### src/sv/sws_pkg.sv
// Shared constants, operation codes and command type for the sliding window slope block.
package sws_pkg;

    localparam int WINDOW_DEPTH_DEF = 16;
    localparam int TIME_W           = 32;
    localparam int VAL_W            = 16;
    localparam int SLOPE_W          = 48;
    localparam int FRAC_W           = 16;
    localparam int NUM_W            = 64;
    localparam int DVD_W            = NUM_W + FRAC_W;
    localparam int DCNT_W           = $clog2(DVD_W);
    localparam int MUL_W            = 33;

    typedef logic [4:0] t_op;

    localparam t_op OP_NOP       = 5'd0;
    localparam t_op OP_WRITE     = 5'd1;
    localparam t_op OP_READ      = 5'd2;
    localparam t_op OP_MUL_TY    = 5'd3;
    localparam t_op OP_MUL_TT    = 5'd4;
    localparam t_op OP_ACC       = 5'd5;
    localparam t_op OP_X_LO      = 5'd6;
    localparam t_op OP_X_HI      = 5'd7;
    localparam t_op OP_SQ_LL     = 5'd8;
    localparam t_op OP_SQ_HL     = 5'd9;
    localparam t_op OP_SQ_HH     = 5'd10;
    localparam t_op OP_NUM       = 5'd11;
    localparam t_op OP_DEN       = 5'd12;
    localparam t_op OP_DIV_LOAD  = 5'd13;
    localparam t_op OP_DIV_STEP  = 5'd14;
    localparam t_op OP_RES_ZERO  = 5'd15;
    localparam t_op OP_RES_DEGEN = 5'd16;
    localparam t_op OP_RES_SLOPE = 5'd17;

    typedef struct packed {
        t_op  op;
        logic full;
    } t_dp_cmd;

endpackage

### src/sv/sws_ctrl.sv
// Controller state machine: handshakes, window index, and the sequence of datapath operations.
module sws_ctrl #(
    parameter int WINDOW_DEPTH = sws_pkg::WINDOW_DEPTH_DEF
) (
    input  logic                              i_clk,
    input  logic                              i_rst_n,
    input  logic                              i_in_valid,
    input  logic                              i_in_clear,
    output logic                              o_in_ready,
    output logic                              o_out_valid,
    input  logic                              i_out_ready,
    input  logic                              i_den_zero,
    output sws_pkg::t_dp_cmd                  o_cmd,
    output logic [$clog2(WINDOW_DEPTH)-1:0]   o_addr
);
    import sws_pkg::*;

    localparam int ADDR_W = $clog2(WINDOW_DEPTH);
    localparam logic [ADDR_W-1:0] LAST_IDX = ADDR_W'(WINDOW_DEPTH - 1);
    localparam logic [DCNT_W-1:0] LAST_STEP = DCNT_W'(DVD_W - 1);

    localparam logic [3:0] S_IDLE = 4'd0;
    localparam logic [3:0] S_RD   = 4'd1;
    localparam logic [3:0] S_TY   = 4'd2;
    localparam logic [3:0] S_TT   = 4'd3;
    localparam logic [3:0] S_AC   = 4'd4;
    localparam logic [3:0] S_XLO  = 4'd5;
    localparam logic [3:0] S_XHI  = 4'd6;
    localparam logic [3:0] S_SQLL = 4'd7;
    localparam logic [3:0] S_SQHL = 4'd8;
    localparam logic [3:0] S_SQHH = 4'd9;
    localparam logic [3:0] S_NUM  = 4'd10;
    localparam logic [3:0] S_DEN  = 4'd11;
    localparam logic [3:0] S_CHK  = 4'd12;
    localparam logic [3:0] S_DIV  = 4'd13;
    localparam logic [3:0] S_RES  = 4'd14;

    localparam logic [1:0] K_ZERO  = 2'd0;
    localparam logic [1:0] K_DEGEN = 2'd1;
    localparam logic [1:0] K_SLOPE = 2'd2;

    logic [3:0]        r_state, n_state;
    logic [ADDR_W-1:0] r_widx, n_widx;
    logic [ADDR_W-1:0] r_k, n_k;
    logic [DCNT_W-1:0] r_dcnt, n_dcnt;
    logic              r_filled, n_filled;
    logic [1:0]        r_kind, n_kind;
    logic              r_out_valid, n_out_valid;
    logic              out_free;

    assign out_free    = !r_out_valid || i_out_ready;
    assign o_out_valid = r_out_valid;
    assign o_in_ready  = (r_state == S_IDLE);

    always_comb begin
        n_state     = r_state;
        n_widx      = r_widx;
        n_k         = r_k;
        n_dcnt      = r_dcnt;
        n_filled    = r_filled;
        n_kind      = r_kind;
        n_out_valid = r_out_valid && !i_out_ready;
        o_cmd.op    = OP_NOP;
        o_cmd.full  = r_filled;
        o_addr      = r_k;
        unique case (r_state)
            S_IDLE: begin
                if (i_in_valid) begin
                    n_kind = K_ZERO;
                    if (i_in_clear) begin
                        n_widx   = '0;
                        n_filled = 1'b0;
                        n_state  = S_RES;
                    end else begin
                        o_cmd.op = OP_WRITE;
                        o_addr   = r_widx;
                        n_k      = '0;
                        if (r_widx == LAST_IDX) begin
                            n_widx   = '0;
                            n_filled = 1'b1;
                            n_state  = S_RD;
                        end else begin
                            n_widx  = r_widx + 1'b1;
                            n_state = r_filled ? S_RD : S_RES;
                        end
                    end
                end
            end
            S_RD: begin
                o_cmd.op = OP_READ;
                n_state  = S_TY;
            end
            S_TY: begin
                o_cmd.op = OP_MUL_TY;
                n_state  = S_TT;
            end
            S_TT: begin
                o_cmd.op = OP_MUL_TT;
                n_state  = S_AC;
            end
            S_AC: begin
                o_cmd.op = OP_ACC;
                if (r_k == LAST_IDX) begin
                    n_state = S_XLO;
                end else begin
                    n_k     = r_k + 1'b1;
                    n_state = S_RD;
                end
            end
            S_XLO: begin
                o_cmd.op = OP_X_LO;
                n_state  = S_XHI;
            end
            S_XHI: begin
                o_cmd.op = OP_X_HI;
                n_state  = S_SQLL;
            end
            S_SQLL: begin
                o_cmd.op = OP_SQ_LL;
                n_state  = S_SQHL;
            end
            S_SQHL: begin
                o_cmd.op = OP_SQ_HL;
                n_state  = S_SQHH;
            end
            S_SQHH: begin
                o_cmd.op = OP_SQ_HH;
                n_state  = S_NUM;
            end
            S_NUM: begin
                o_cmd.op = OP_NUM;
                n_state  = S_DEN;
            end
            S_DEN: begin
                o_cmd.op = OP_DEN;
                n_state  = S_CHK;
            end
            S_CHK: begin
                o_cmd.op = OP_DIV_LOAD;
                n_dcnt   = '0;
                if (i_den_zero) begin
                    n_kind  = K_DEGEN;
                    n_state = S_RES;
                end else begin
                    n_kind  = K_SLOPE;
                    n_state = S_DIV;
                end
            end
            S_DIV: begin
                o_cmd.op = OP_DIV_STEP;
                if (r_dcnt == LAST_STEP) begin
                    n_state = S_RES;
                end else begin
                    n_dcnt = r_dcnt + 1'b1;
                end
            end
            S_RES: begin
                if (out_free) begin
                    unique case (r_kind)
                        K_DEGEN: o_cmd.op = OP_RES_DEGEN;
                        K_SLOPE: o_cmd.op = OP_RES_SLOPE;
                        default: o_cmd.op = OP_RES_ZERO;
                    endcase
                    n_out_valid = 1'b1;
                    n_state     = S_IDLE;
                end
            end
            default: n_state = S_IDLE;
        endcase
    end

    always_ff @(posedge i_clk) begin
        if (!i_rst_n) begin
            r_state     <= S_IDLE;
            r_widx      <= '0;
            r_k         <= '0;
            r_dcnt      <= '0;
            r_filled    <= 1'b0;
            r_kind      <= K_ZERO;
            r_out_valid <= 1'b0;
        end else begin
            r_state     <= n_state;
            r_widx      <= n_widx;
            r_k         <= n_k;
            r_dcnt      <= n_dcnt;
            r_filled    <= n_filled;
            r_kind      <= n_kind;
            r_out_valid <= n_out_valid;
        end
    end

endmodule

### config.mk
export PLATFORM = sky130hd
export DESIGN_NAME = sws_ctrl
export DESIGN_NICKNAME = d
export VERILOG_FILES = /design/src/sv/sws_pkg.sv /design/src/sv/sws_ctrl.sv
export SDC_FILE = /design/constraint.sdc
export NUM_CORES = 1
export LEC_CHECK = 0
export ABC_CLOCK_PERIOD_IN_PS = 2780
export BUFFER_PORTS_ARGS = -buffer_cell sky130_fd_sc_hd__buf_4
export CAP_MARGIN = 20
export CORE_MARGIN = 5
export CORE_UTILIZATION = 50
export DETAILED_ROUTE_END_ITERATION = 6
export GPL_TIMING_DRIVEN = 0
export PLACE_DENSITY_LB_ADDON = 0.08
export SLEW_MARGIN = 20
export SYNTH_ARGS = -nofsm -noshare
export SYNTH_HDL_FRONTEND = slang
export SYNTH_SLANG_ARGS = --single-unit
### constraint.sdc
create_clock -name i_clk -period 2.78 [get_ports i_clk]
set_input_delay 0.139 -clock i_clk [delete_from_list [all_inputs] [get_ports i_clk]]
set_output_delay 0.139 -clock i_clk [all_outputs]
set_load 0.01 [all_outputs]
Yosys cells after proc, flatten, opt, wreduce, memory -nomap -nowiden
Index checks and enable logic that the tools add are counted.

word-level totals
  register bits after elaboration = 23
  logic and storage cells = 82

operators by class
  $add $sub $neg = 3
  equality and inequality tests = 25
  multiplexer cells = 32
  reductions and logical operators = 15

operators with widths
  kind                                                                    number
  5-bit one-hot mux with 15 select lines                                  1
  4-bit one-hot mux with 15 select lines                                  1
  4-bit 2-to-1 mux                                                        14
  4-bit equality test (second input constant)                             9
  4-bit by 3-bit equality test with 1-bit output (second input constant)  4
  7-bit one-hot mux with 2 select lines                                   1
  2-bit inequality test (second input constant)                           6
  5-bit one-hot mux with 2 select lines                                   1
  4-bit by 1-bit adder with 4-bit output (second input constant)          2
  4-bit by 2-bit equality test with 1-bit output (second input constant)  2
  4-bit one-hot mux with 2 select lines                                   1
  2-bit nonzero test                                                      4
  7-bit by 1-bit adder with 7-bit output (second input constant)          1
  7-bit equality test (second input constant)                             1
  7-bit 2-to-1 mux                                                        1
  1-bit 2-to-1 mux                                                        6
  2-bit 2-to-1 mux                                                        3
  2-bit AND reduction                                                     3
  3-bit AND reduction                                                     2
  5-bit 2-to-1 mux                                                        1
  4-bit by 1-bit equality test with 1-bit output (second input constant)  1
  4-bit zero test                                                         1
  2-bit one-hot mux with 2 select lines                                   1
  4-bit AND reduction                                                     1
  other kinds (6)                                                         7

Longest topological paths before layout
Gate-level depths: netlist of run 1.

  word-level depth = 5
  gate-level depth with buffers = 6

Worst setup path before layout of run 1
Ideal clock, no wire load.

  kind = register -> register
  start point = register r_state[3]
  end point = register r_widx[0]
  arrival = 1.793 ns
  required time = 2.708 ns
  setup slack = 0.915 ns
  cell stages (with the launch flop) = 6
  buffers on the path = 1
  cell sequence = dfxtp_1 > or4_4 > or3_1 > buf_2 > or3_1 > a21oi_1

between the ends
  word-level cells in the longest chain between the ends = 2

RTL lines
  element                               line             text
  from (decl)                           sws_ctrl.sv:42   logic [3:0] r_state, n_state;
  from (signal assigned)                sws_ctrl.sv:182  r_state <= n_state;
  4-bit zero test                       sws_ctrl.sv:66   unique case (r_state)
  2-bit AND reduction (no source line)  --
  to (signal assigned)                  sws_ctrl.sv:183  r_widx <= n_widx;
  to (decl)                             sws_ctrl.sv:43   logic [ADDR_W-1:0] r_widx, n_widx;

No other way between the ends.
A chain may end at the register's enable or synchronous reset.

Worst setup path after layout of run 1
  start point = register r_state[3]
  end point = output o_addr[1]

between the ends
  word-level cells in the longest chain between the ends = 2

RTL lines
  element           line            text
  4-bit zero test   sws_ctrl.sv:66
  4-bit 2-to-1 mux  sws_ctrl.sv:66
  to (decl)         sws_ctrl.sv:14  output logic [$clog2(WINDOW_DEPTH)-1:0] o_addr

No other way between the ends.

==> flow_metrics.env, run 1 <==
export IMPL_cp_arrival_ps=2110
export IMPL_drv_slew=0
export IMPL_power_total_mw=1.10
export IMPL_tns_ps=0
export IMPL_nNetsFinal=215
export IMPL_num_rows=19
export IMPL_post_route_min_period_ps=2250
export IMPL_fmax_mhz=444
export IMPL_synthDistinctLibCells=41
export IMPL_wl_um=3350
export IMPL_drive_above_1_share_pct=13.7
export IMPL_min_path_type="input pin to flop"
export IMPL_cellPowerDensity_nw_per_um2=697
export IMPL_cts_setup_buffers=0
export IMPL_finalClockSkew_ps=1.55
export IMPL_diodes=0
export IMPL_n_fill_cell=271
export IMPL_core_um2=2710
export IMPL_criticalPathCategory="flop to output port"
export IMPL_max_stage_delay_ps=580
export IMPL_rsz0062_at_grt="false"
export IMPL_synth_edf_count=0
export IMPL_grt_start_max_net_pins=14
export IMPL_layout_commonest_cell="nand2_1"
export IMPL_tightest_slew_ps=814
export IMPL_io_pins=18
export IMPL_async_flop_share_pct=0
export IMPL_synth_nets=193
export IMPL_gr_total_overflow=0
export IMPL_dr_pass1_iters=4
export IMPL_ctsResizeCount=0
export IMPL_first_iter_violations=57
export IMPL_hold_viol_final=0
export IMPL_synthesis_area_um2=1390
export IMPL_critPathBufInv=1
export IMPL_final_setup_viol_count=0
export IMPL_h_tree_depth=1
export IMPL_start_util_pct=51.2
export IMPL_clk_pin_slew_ps=130
export IMPL_antenna_left=0
export IMPL_cpLargestDelayFamily="simple AND/OR/NAND/NOR gates"
export IMPL_die_area_um2=3930
export IMPL_ctsHoldBuffers=0
export IMPL_fin_crit_sh_pct=80.9
export IMPL_syn_inst=183
export IMPL_hpwl_um=2570
export IMPL_ir_drop_mv=0.387
export IMPL_crit_slowest_cell="or4_4"
export IMPL_yosys_warnings=0
export IMPL_synth_ff_latch_count=23
export IMPL_crit_path_end_kind="output port"
export IMPL_crit_chain="or4_4 -> nor3_1 -> nand2_1 -> nand2_1 -> buf_4"
export IMPL_numCtsBuffers=3
export IMPL_cts_sinks=23
export IMPL_drc=0
export IMPL_final_cell_mix="nand2_1, dfxtp_1, buf_4, nor2_1, nand3_1"
export IMPL_gp_congestion=0.922
export IMPL_die_w_um=62.7
export IMPL_die_h_um=62.7
export IMPL_maxCapViolations=0
export IMPL_crit_path_max_fanout=7
export IMPL_grt_pass1_vias=1379
export IMPL_status="finished, final reports clean"
export IMPL_slew_headroom_pct=45.0
export IMPL_p_leak_nw=0.667
export IMPL_synth_seq_area_share_pct=33.2
export IMPL_cts_root_buf="clkbuf_4"
export IMPL_area_growth_pct=14.0
export IMPL_critPathRequiredTime_ps=2640
export IMPL_routedWlPerCell_um=14.2
export IMPL_cts_tree="yes"
export IMPL_clock_path_buffers=2
export IMPL_synth_main_ff_cell="dfxtp_1"
export IMPL_via_count=1392
export IMPL_grt_use_total_pct=17.8
export IMPL_clk_latency_ps=300
export IMPL_avgSynthCellArea_um2=7.58
export IMPL_start_kind="flop"
export IMPL_antenna_found_initial=0
export IMPL_grt_first_pass_wirelength_um=5940
export IMPL_port_buffers=17
export IMPL_cpMostUsedCell="nand2_1"
export IMPL_viasPerCell=5.92
==> metal layers <==
metal	up-vias	global-route usage [%]	part of all wire [%]
met4	0	7.43	1.8
met2	29	29.9	49
met5	-	0	0
met1	646	21.6	45
li1	711	-	-
met3	6	3.78	4.4
==> sequential cells by signal, summed over array words and instances, names as in the netlist <==
name and count:
r_widx 4, r_dcnt 7, r_filled 1, r_k 4, r_kind 2, o_out_valid 1, r_state 4
==> report_power, final <==
part / switching (mW) / internal [mW]
Sequential: 0.0476 / 0.366
Clock: 0.103 / 0.0536
Combinational: 0.320 / 0.211
==> cells by family after synthesis <==
kind of cell,after synthesis,share of synthesized area (%)
adder cells (fa/ha/maj),4,3.61
flip-flops,23,33.2
XOR/XNOR,4,2.53
buffers and inverters,18,5.23
multiplexers,1,0.722
AND/OR/NAND/NOR,82,30.4
AO/OA/AOI/OAI,51,24.3
==> per-stage QoR <==
step	cell area, um^2	instances	setup WS [ps]	hold slack, ps	util (%)
after global placement	1550	231	801	383	57.3
after global routing	1580	235	413	37.9	58.3
after CTS	1580	235	557	51.8	58.3
after floorplan	1390	183	915	249	-
after detailed placement	1550	231	777	393	57.3
final	1580	235	530	61.2	58.3
==> path summary, 6_finish.rpt <==
path                   start    endpoint  cells after the start  slack [ps]
setup / recovery  r_state[3]   o_addr[1]                      5         530
setup reg to reg   r_dcnt[4]  r_state[3]                      4         730
hold reg to reg    r_kind[0]   r_kind[0]                      2         500
hold / removal    i_in_valid    r_filled                      2          60
==> area by class of cell <==
cell class                 instances  area, um^2  share of cell area (%)
clock inverter                     1        5.00                   0.317
inverter                          11        41.3                    2.61
clock buffer                       3        22.5                    1.43
timing repair buffer              17         128                    8.08
sequential                        23         460                    29.1
tap                               31        38.8                    2.45
buffer                             7        31.3                    1.98
multi-input combinational        142         853                    54.0
==> synthesized netlist by cell type (2+ instances only) <==
library cell	instances	area, um^2
o211ai_1	3	22.5
a311oi_1	2	17.5
a21o_1	3	22.5
nor4b_1	2	17.5
nor2_1	15	56.3
o21ai_0	11	55.1
clkbuf_1	5	18.8
o2111ai_1	4	35.0
nand4_1	3	18.8
or3_1	4	25.0
nor3_1	4	20.0
nand2_1	24	90.1
dfxtp_1	23	460
and3_1	5	31.3
a21boi_0	5	37.5
nor2b_1	2	12.5
xor2_1	4	35.0
or2_2	3	18.8
inv_1	10	37.5
a21oi_1	10	50.1
a31oi_1	6	37.5
nand3_1	13	65.1
ha_1	4	50.1
Power figures use the tool's default switching activity.
==> run 2: changes to the inputs <==
Settings changed: ABC_CLOCK_PERIOD_IN_PS 2780 to 1850.
Clock period 2.78 ns to 1.85 ns, I/O delays scaled along.
==> run 2 against run 1 <==
Compared with the run above: cell count increased by 3.0%; critical path depth increased by 1; non-clock buffer count increased by 7; die area unchanged; the run now ends with setup timing left; critical endpoint is now o_addr[2]; largest power group unchanged; combinational power increased by 78%; register-to-register slack got worse by 750 ps; total power increased by 64%; core utilization increased by 4.7 points; flip-flop and latch count unchanged; wire length increased by 8.4%; highest routed layer unchanged.
==> flow_metrics.env, run 2 (same netlist as run 1, synthesis figures left out) <==
export IMPL_final_setup_viol_count=6
export IMPL_cellPowerDensity_nw_per_um2=1060
export IMPL_gr_total_overflow=0
export IMPL_clk_latency_ps=320
export IMPL_nNetsFinal=222
export IMPL_die_area_um2=3930
export IMPL_cts_tree="yes"
export IMPL_wl_um=3630
export IMPL_grt_start_max_net_pins=14
export IMPL_viasPerCell=6.10
export IMPL_cts_root_buf="clkbuf_4"
export IMPL_fmax_mhz=485
export IMPL_ir_drop_mv=0.717
export IMPL_fin_ws_ps=-211
export IMPL_slew_headroom_pct=70.3
export IMPL_largest_register_ffs=7
export IMPL_violations="setup timing"
export IMPL_grt_pass1_vias=1403
export IMPL_gp_congestion=0.924
export IMPL_cp_arrival_ps=1970
export IMPL_die_w_um=62.7
export IMPL_top_usage_layer="met2"
export IMPL_post_route_min_period_ps=2060
export IMPL_start_util_pct=51.2
export IMPL_antenna_left=0
export IMPL_critPathRequiredTime_ps=1760
export IMPL_num_rows=19
export IMPL_min_path_type="input pin to flop"
export IMPL_diodes=0
export IMPL_drc=0
export IMPL_grt_use_met2_pct=33.2
export IMPL_p_leak_nw=0.717
export IMPL_port_buffers=17
export IMPL_numCtsBuffers=3
export IMPL_use_met1_pct=23.0
export IMPL_crit_path_start="r_state[1]"
export IMPL_crit_path_max_fanout=7
export IMPL_antenna_found_initial=0
export IMPL_cts_sinks=23
export IMPL_area_growth_pct=23.1
export IMPL_min_from="i_den_zero"
export IMPL_criticalPathCategory="flop to output port"
export IMPL_drv_slew=0
export IMPL_start_kind="flop"
export IMPL_via_count=1476
export IMPL_top_register="r_dcnt"
export IMPL_status="complete, but fails checks"
export IMPL_dr_pass1_iters=4
export IMPL_postLayoutCellArea_um2=1710
export IMPL_first_iter_violations=106
export IMPL_gr_usage_met3_pct=3.60
export IMPL_hold_viol_final=0
export IMPL_io_pins=18
export IMPL_crit_path_end_kind="output port"
export IMPL_dp_cells=231
export IMPL_final_cell_mix="nand2_1, buf_4, dfxtp_1, nor2_1, nand3_1"
export IMPL_rsz0062_at_grt="true"
export IMPL_hpwl_um=2550
export IMPL_routedWlPerCell_um=15.0
export IMPL_core_um2=2710
export IMPL_grt_use_total_pct=19.2
export IMPL_finalNonFillerCells=242
export IMPL_h_tree_depth=1
export IMPL_clk_pin_slew_ps=130
export IMPL_clock_path_buffers=2
export IMPL_tightest_slew_ps=446
export IMPL_fin_crit_sh_pct=111
export IMPL_die_h_um=62.7
export IMPL_drive_above_1_share_pct=25.6
export IMPL_grt_first_pass_wirelength_um=6270
export IMPL_maxCapViolations=0
export IMPL_r2r_start="r_state[1]"
export IMPL_postPlaceCellArea_um2=1560
export IMPL_finalClockSkew_ps=6.36
## run 2: final timing paths
kind          endpoint  slack, ps  depth (start not counted)
max          o_addr[2]       -210                          6
min          r_kind[0]         40                          3
max reg2reg  r_widx[0]        -20                          5
min reg2reg  r_kind[0]        500                          2
## run 2: layer usage
| metal | vias up | wire length, um |
|---|---|---|
| li1 | 727 | - |
| met1 | 693 | 1560 |
| met2 | 47 | 1800 |
| met3 | 9 | 175 |
| met4 | 0 | 89 |
| met5 | - | 0 |
## run 2: critical path: stages (launching register included)
cell and delay (ps):
dfxtp_2 350, or4_4 550, or3_1 330, buf_6 150
nand2_2 70, nand2_1 70, buf_6 120
## run 2: area by class of cell
cell class              count  area, um^2
plain buffers               7        42.5
clock buffers               3        22.5
clock inverters             1        5.00
fillers                   253        1000
inverters                  11        45.0
multi-input cells         142         885
flip-flops and latches     23         468
well taps                  31        38.8
repair buffers             24         200
## run 2: what timing repair did
item / in CTS / in global routing
setup endpoints to repair: 11 / 14
pin swaps: 5 / 1
resized for setup: 13 / 14
hold endpoints to repair: 1 / 0
setup buffers: 5 / 0
hold buffers: 2 / 0
## run 2: power by group
part / internal (mW) / switching (mW) / total (mW)
Combinational: 0.403 / 0.541 / 0.944
Sequential: 0.559 / 0.0623 / 0.622
Clock: 0.0811 / 0.161 / 0.242
## run 2: per-stage QoR
stage	setup WS [ps]	TNS (ps)	total power, mW	util (%)	hold WS (ps)
floorplan	11.8	0	1.14	-	203
global placement	-129	-197	1.40	57.4	337
detailed placement	-148	-242	1.42	57.4	349
CTS	-191	-905	1.76	61.8	27.3
global route	-262	-1270	1.94	63.0	54.2
finish	-211	-964	1.81	63.0	35.1
==> run 3: changes to the inputs <==
Settings changed: CELL_PAD_IN_SITES_DETAIL_PLACEMENT set to 1, CELL_PAD_IN_SITES_GLOBAL_PLACEMENT set to 1, CORE_UTILIZATION 50 to 37, GPL_TIMING_DRIVEN 0 to unset.
==> run 3 against run 2 <==
Compared with the run above: the run still ends with setup timing left; wire length up 12%; largest cell class unchanged; largest power group unchanged; non-clock buffer count down 2; critical endpoint unchanged; sequential power down 4.2%.
==> flow_metrics.env, run 3 (same netlist as run 1, synthesis figures left out) <==
export IMPL_min_path_type="input pin to flop"
export IMPL_slew_headroom_pct=79.7
export IMPL_ff2ff_path_depth=4
export IMPL_core_um2=3630
export IMPL_clk_pin_slew_ps=80
export IMPL_criticalPathCategory="flop to output port"
export IMPL_r2r_start="r_state[1]"
export IMPL_layout_commonest_cell="buf_4"
export IMPL_ctsHoldBuffers=0
export IMPL_viasPerCell=5.58
export IMPL_antenna_left=0
export IMPL_dr_pass1_iters=4
export IMPL_fmax_mhz=510
export IMPL_largest_register_ffs=7
export IMPL_fin_ws_ps=-110
export IMPL_h_tree_depth=1
export IMPL_grt_use_met2_pct=29.7
export IMPL_drive_above_1_share_pct=19.6
export IMPL_violations="setup timing"
export IMPL_maxCapViolations=0
export IMPL_wl_um=4070
export IMPL_start_util_pct=38.2
export IMPL_drc=0
export IMPL_numCtsBuffers=3
export IMPL_r2r_end="r_widx[0]"
export IMPL_cellPowerDensity_nw_per_um2=1120
export IMPL_die_area_um2=5070
export IMPL_area_growth_pct=22.0
export IMPL_min_to="r_filled"
export IMPL_clk_latency_ps=270
export IMPL_tightest_slew_ps=303
export IMPL_routedWlPerCell_um=15.8
export IMPL_dp_cells=251
export IMPL_gp_congestion=0.859
export IMPL_via_count=1435
export IMPL_first_iter_violations=76
export IMPL_cp_arrival_ps=1870
export IMPL_crit_path_max_fanout=6
export IMPL_hold_slack_ps=62.5
export IMPL_top_register="r_dcnt"
export IMPL_status="complete, but fails checks"
export IMPL_num_rows=22
export IMPL_final_seq_area_um2=462
export IMPL_io_pins=18
export IMPL_die_w_um=71.2
export IMPL_grt_use_total_pct=16.8
export IMPL_power_total_mw=1.89
export IMPL_fin_crit_sh_pct=106
export IMPL_top_usage_layer="met2"
export IMPL_min_path_cells=2
export IMPL_finalNonFillerCells=257
export IMPL_crit_path_end_kind="output port"
export IMPL_final_cell_mix="buf_4, nand2_1, dfxtp_1, nor2_1, nand3_1"
export IMPL_nNetsFinal=220
export IMPL_use_met1_pct=21.5
export IMPL_gr_usage_met3_pct=2.66
export IMPL_cts_sinks=23
export IMPL_cts_root_buf="clkbuf_8"
export IMPL_cts_tree="yes"
export IMPL_min_from="i_in_valid"
export IMPL_rsz0062_at_grt="true"
export IMPL_grt_first_pass_wirelength_um=7050
export IMPL_clock_path_buffers=2
export IMPL_post_route_min_period_ps=1960
export IMPL_p_leak_nw=0.723
export IMPL_finalClockSkew_ps=4.65
export IMPL_drv_slew=0
export IMPL_port_buffers=17
export IMPL_grt_pass1_vias=1490
export IMPL_gr_total_overflow=0
export IMPL_diodes=0
export IMPL_critPathRequiredTime_ps=1760
export IMPL_antenna_found_initial=0
export IMPL_start_kind="flop"
export IMPL_n_fill_cell=468
export IMPL_r2r_slack_ps=80
export IMPL_multi_input_area_um2=861
export IMPL_final_setup_viol_count=5
export IMPL_hpwl_um=2990
export IMPL_hold_viol_final=0
export IMPL_dp_slack_ps=85.3
export IMPL_grt_start_max_net_pins=16
export IMPL_ir_drop_mv=0.473
export IMPL_die_h_um=71.2
[run 3: cell types whose count changed in the layout (fill, tap and decap cells not counted), moves of 3 or more]
cell,delta
dfxtp_1,+5
nand2_1,+5
buf_6,-4
nand2_2,-5
clkbuf_2,-4
buf_4,+9
clkbuf_4,-3
dfxtp_2,-5
clkbuf_8,+3
[run 3: worst max path at each step]
stage,start,to,slack [ps],cells after the start
after floorplan,r_state[0],r_widx[0],10,5
after global placement,r_state[0],r_widx[0],140,4
after detailed placement,r_state[0],r_widx[0],90,4
after CTS,r_state[1],o_addr[1],-110,6
after global routing,r_state[1],o_addr[0],-190,6
final,r_state[1],o_addr[2],-110,6
[run 3: per-stage QoR]
step / util [%] / TNS, ps / cell area (um^2)
CTS: 46.5 / -543 / 1690
finish: 46.6 / -505 / 1690
floorplan: - / 0 / 1390
global route: 46.6 / -821 / 1690
detailed placement: 44.5 / 0 / 1620
global placement: 44.5 / 0 / 1620
[run 3: critical path, cell delays in order (launching register included)]
cell and delay [ps]:
dfxtp_1 320, or4_4 550, or3_4 350, buf_6 140
nand2_1 60, nand2_1 50, buf_4 140
[run 3: area by class of cell]
| class | instances | share of cell area, % |
|---|---|---|
| Sequential cell | 23 | 27.3 |
| Tap cell | 48 | 3.55 |
| Multi-Input combinational cell | 142 | 50.9 |
| Clock inverter | 1 | 0.296 |
| Timing Repair Buffer | 29 | 13.1 |
| Inverter | 11 | 2.44 |
| Clock buffer | 3 | 2.44 |
[run 3: layer usage]
layer / part of all wire, % / up-vias / wire length [um]
li1: - / 719 / -
met3: 2.6 / 4 / 105
met5: 0 / - / 0
met4: 0.71 / 0 / 29
met1: 46 / 693 / 1890
met2: 50 / 19 / 2040
[run 3: timing repair]
item | CTS | global route
buffers inserted | 2 | 0
pin swaps | 1 | 0
gates resized for setup | 3 | 1
endpoints found under the setup margin | 5 | 6
[run 3: report_power, final]
| part | internal, mW | switching [mW] |
|---|---|---|
| clock network | 0.151 | 0.172 |
| logic | 0.419 | 0.553 |
| registers | 0.552 | 0.0433 |
